## config.mk

```make
export PLATFORM = sky130hd
export DESIGN_NAME = cdq_ring_mem
export DESIGN_NICKNAME = d
export VERILOG_FILES = /design/src/rtl/circular_deque_top_defines.svh /design/src/rtl/cdq_pkg.sv /design/src/rtl/cdq_ring_mem.sv
export SDC_FILE = /design/constraint.sdc
export NUM_CORES = 2
export LEC_CHECK = 0
export BUFFER_PORTS_ARGS = -buffer_cell sky130_fd_sc_hd__buf_2
export CAP_MARGIN = 5
export CELL_PAD_IN_SITES_DETAIL_PLACEMENT = 0
export CELL_PAD_IN_SITES_GLOBAL_PLACEMENT = 2
export CORE_MARGIN = 2
export CORE_UTILIZATION = 45
export CTS_CLUSTER_SIZE = 12
export DETAILED_ROUTE_END_ITERATION = 8
export GPL_ROUTABILITY_DRIVEN = 0
export GPL_TIMING_DRIVEN = 1
export PLACE_DENSITY_LB_ADDON = 0.08
export REMOVE_ABC_BUFFERS = 1
export SETUP_SLACK_MARGIN = 0.02
export SKIP_CTS_REPAIR_TIMING = 1
export SYNTH_ARGS = -nofsm -noshare
export SYNTH_HDL_FRONTEND = slang
export SYNTH_SLANG_ARGS = --single-unit
```

## constraint.sdc

```tcl
create_clock -name clk -period 7.2 [get_ports clk]
set_input_delay 1.44 -clock clk [delete_from_list [all_inputs] [get_ports clk]]
set_output_delay 1.44 -clock clk [all_outputs]
set_load 0.02 [all_outputs]
```

## src/rtl/circular_deque_top_defines.svh

```systemverilog
// ----------------------------------------------------------------------------
// circular_deque_top_defines
// Assertion helpers used by the deque top level.
// ----------------------------------------------------------------------------
`ifndef CIRCULAR_DEQUE_TOP_DEFINES_SVH
`define CIRCULAR_DEQUE_TOP_DEFINES_SVH

// same-cycle implication
`define CDQ_ASSERT_NOW(lbl, ante, cons, msg) \
    lbl: assert property (@(posedge clk) disable iff (!rst_n) (ante) |-> (cons)) \
        else $error(msg);

// next-cycle implication
`define CDQ_ASSERT_NEXT(lbl, ante, cons, msg) \
    lbl: assert property (@(posedge clk) disable iff (!rst_n) (ante) |=> (cons)) \
        else $error(msg);

`endif

```

## src/rtl/cdq_pkg.sv

```systemverilog
`timescale 1ns / 1ps
// ----------------------------------------------------------------------------
// cdq_pkg
// Shared widths, command and status codes, and types for the deque.
// ----------------------------------------------------------------------------
package cdq_pkg;

    localparam int DEPTH_DEF = 64;
    localparam int CAP_W     = 7;
    localparam int CMD_W     = 3;
    localparam int VALUE_W   = 32;
    localparam int STATUS_W  = 2;

    localparam logic [CMD_W-1:0] CMD_PUSH_FRONT = 3'd0;
    localparam logic [CMD_W-1:0] CMD_PUSH_REAR  = 3'd1;
    localparam logic [CMD_W-1:0] CMD_POP_FRONT  = 3'd2;
    localparam logic [CMD_W-1:0] CMD_POP_REAR   = 3'd3;
    localparam logic [CMD_W-1:0] CMD_LIST       = 3'd4;

    localparam logic [STATUS_W-1:0] STAT_OK       = 2'd0;
    localparam logic [STATUS_W-1:0] STAT_OVERFLOW = 2'd1;
    localparam logic [STATUS_W-1:0] STAT_EMPTY    = 2'd2;

    typedef enum logic {
        ST_CMD,
        ST_LIST
    } cdq_state_t;

    typedef struct packed {
        logic listing;
        logic empty;
    } cdq_stat_t;

endpackage

```

## src/rtl/cdq_ring_mem.sv

```systemverilog
`timescale 1ns / 1ps
// ----------------------------------------------------------------------------
// cdq_ring_mem
// Ring storage: one write port, one read port, registered read data.
// Read data holds when no read is issued.
// ----------------------------------------------------------------------------
module cdq_ring_mem
    import cdq_pkg::*;
#(
    parameter int DEPTH = DEPTH_DEF,
    localparam int IDX_W = (DEPTH > 1) ? $clog2(DEPTH) : 1
) (
    input  logic                      clk,
    input  logic                      we,
    input  logic [IDX_W-1:0]          waddr,
    input  logic signed [VALUE_W-1:0] wdata,
    input  logic                      re,
    input  logic [IDX_W-1:0]          raddr,
    output logic signed [VALUE_W-1:0] rdata
);

    logic signed [VALUE_W-1:0] ring_mem [DEPTH];
    logic signed [VALUE_W-1:0] rdata_reg;

    always_ff @(posedge clk)
    begin
        if (we)
        begin
            ring_mem[waddr] <= wdata;
        end
        if (re)
        begin
            rdata_reg <= ring_mem[raddr];
        end
    end

    assign rdata = rdata_reg;

endmodule

```

# == Yosys cells after proc, flatten, opt, wreduce, memory -nomap -nowiden ==
# Memory sizes are Yosys's and may differ from the RTL's. A register that Yosys moved wholly into a read port is not among the register bits.
# Index checks and enable logic that the tools add are counted.
# op_classes
muxes,2
# ops
op,n
two-way mux 1 bit,2
# totals
out_inout_bits,32
reg_bits,0
input_bits,47
ram_bits,2048
n_memories,1
# memory_table
memory,words,width,read_ports,rd_clocked_by_memory_dff,write_ports,line_no,source
ring_mem,64,32,1,1,1,cdq_ring_mem.sv:22,logic signed [VALUE_W-1:0] ring_mem [DEPTH];

# == Logic depth before layout (Yosys ltp) ==
# logic_depth
depth_word,2
mapped_depth,10
depth_no_buf,5

# == Worst setup path after synthesis ==
# No wires, ideal clock.
# synth_timing
path_type,input-to-reg
from,input waddr[3]
to,"memory ring_mem[48][0], enable pin"
setup_ns,0.461
t_arrival_ns,4.139
path_slack_ns,2.600
path_stages,4
path_buffers,1
cell_sequence,clkbuf_1 > nor2b_1 > nand4b_1 > nor3_1
# synth_lines
item,line_no,source
start: declaration,cdq_ring_mem.sv:15,"input logic [IDX_W-1:0] waddr,"
end: declaration,cdq_ring_mem.sv:22,
# Straight into the memory's write port.

==> flow_summary.yaml <==
outcome:
  status: "complete, no violations"
cells_and_area:
  largest_register_ffs: 2048
  syn_to_final_growth_pct: 12.9
  fillers: 13400
  stdcell_count: 6036
  final_nets: 3604
  final_layout_size_suffix_gt1_share_pct: 28.8
placement:
  hpwl_um: 118000
  numPortBuffers: 78
  dp_cells: 5666
floorplanning:
  start_util_pct: 45.3
  die_width_um: 423
  io_pins: 79
  fp-row-count: 153
  core-area_um2: 174000
  die_h_um: 423
  die_area_um2: 179000
setup_path:
  crit_required_ps: 7750
  worst_path_largest_cell_delay_ps: 640
  crit_arrival_ps: 4890
  end_kind: "flip-flop"
  reg2reg_slack_ps: 4650
  path_class: "in -> reg"
  worstPathCellList: "buf_8 > buf_12 > buf_4 > mux4_2 > mux4_2 > o22ai_1 > nor2_1"
  crit_slowest_cell: "o22ai_1"
  cp-start-kind: "input port"
  cp_max_fo: 62
  crit_path_frequent_cell: "mux4_2"
synth:
  syn_inst: 3324
  synth_cell_type_count: 33
  synth_edf_count: 2080
  synth-seq-area-share_pct: 79.2
  netlist_area_um2: 78800
  synth_top_area_cell: "edfxtp_1"
  avgSynthCellArea_um2: 23.7
  ys_seq_elements: 2080
  yosys.area.top_type_share_pct: 79.2
  synth_warnings: 0
  synthTopCellsByArea: "edfxtp_1, mux4_2, mux2i_1"
  ys_async_sr_fraction_pct: 0
  synth_ff_type: "edfxtp_1"
clock_tree:
  cts.sinks: 2080
  cts_buffer_depth: 3
  worst_skew_pair.late_latency_ps: 840
  cts_tree: "yes"
  cts_root_buf: "clkbuf_16"
  clk_pin_slew_ps: 60
  htreeDepth: 4
  cts_made_buffers: 212
route:
  drt-total-wl_um: 220000
  routed_via_density: 6.16
  drt_iter0_drc: 4001
  postRouteAntennaNets: 0
  vias: 37200
  routedWlPerCell_um: 36.4
  drc_errors: 0
  dr.pass1.iters: 5
global_route:
  grt_start_max_net_pins: 102
  antenna_found_initial: 13
  grt_use_total_pct: 24.8
  overflow: 0
  grt_first_pass_wirelength_um: 305000
  grt_pass1_vias: 38000
worst_hold_path:
  hold_class: "reg -> reg"
sta:
  hold_viol: 0
  maxSlewViolCount: 0
  tns_ps: 0
  max_freq_ghz: 0.231
  skew_ps: 25.3
  setup_viol_count_final: 0
  rsz0062_at_grt: "no"
  worst_pin_slew_ps: 1300
  finalCriticalPeriod_ps: 4340
  post-route-period-util_pct: 60.2
  slew_headroom_pct: 12.8
power:
  ir_worst_vdd_v: 0.000257
  power_density_nw_per_um2: 277
  power_leakage_nw: 27.4
job:
  drv_cap: 0
## area by class of cell
class	count	area, um^2	share of cell area, %
Tap cell	2325	2910	3.27
Antenna cell	5	12.5	0.0141
Multi-Input combinational cell	1062	16000	17.9
Sequential cell	2080	62500	70.2
Clock inverter	88	539	0.606
Timing Repair Buffer	201	1530	1.71
Clock buffer	275	5610	6.30
## cell usage after synthesis, types with 12 or more instances
master	number
o221ai_1	27
mux4_2	544
a22oi_1	12
edfxtp_1	2080
nor2b_1	15
nand2_1	26
buf_4	25
buf_2	57
mux2i_1	93
buf_1	21
a21oi_1	62
nor2_1	137
o22ai_1	84
clkbuf_1	74
## kinds of logic (layout without fill, tap and decap cells)
family	Yosys count	after routing	share of synthesized area (%)
flip-flops	2080	2080	79.2
AND/OR/NAND/NOR	223	223	1.26
other	0	5	0
multiplexers	637	637	16.7
buffers and inverters	182	564	1.12
AO/OA/AOI/OAI	202	202	1.67
## through the flow
stage	area (um^2)	hold WS [ps]	worst slack (ps)	total power [mW]	util [%]
floorplan	77900	750	2750	14.2	-
finish	89000	843	2860	24.7	51.2
detailed placement	82800	826	2050	15.0	47.6
global placement	82800	825	2080	15.0	47.6
global route	89000	909	2810	25.4	51.2
CTS	89000	847	2930	24.9	51.1
## path summary, 6_finish.rpt
check	startpoint	end	cells past startpoint
setup / recovery	raddr[0]	rdata[29]	7
hold / removal	ring_mem[12][8]	rdata[8]	4
setup reg to reg	ring_mem[27][25]	rdata[25]	4
hold reg to reg	ring_mem[12][8]	rdata[8]	4
## routing by layer
layer,track usage (%),wire length [um]
met1,34.9,91000
met2,40.9,110000
met3,3.35,13000
met4,7.04,6280
met5,0,0
## cells in the final DEF, fill, tap and decap left out, types with 22 or more instances in the layout
cell type and instances:
mux2i_1 93, buf_4 109, mux4_2 544, o22ai_1 84, clkinv_1 54, clkinv_2 22
buf_2 74, clkbuf_1 60, nor2_4 62, edfxtp_1 2080, nor2_1 74, o221ai_1 27
a21oi_1 62, clkbuf_16 215, nand2_1 25
## worst max-delay path: cells and delay by family
kind / cells / cell delay [ps]
and+or+nand+nor: 1 / 120
buffers and inverters: 3 / 1320
muxes: 2 / 1120
AOI/OAI and AO/OA: 1 / 640
## power by group
part / switching (mW) / internal [mW]
sequential: 0.0475 / 13.4
combinational: 0.792 / 0.439
clock: 4.41 / 5.53
(Power assumes the default switching activity.)
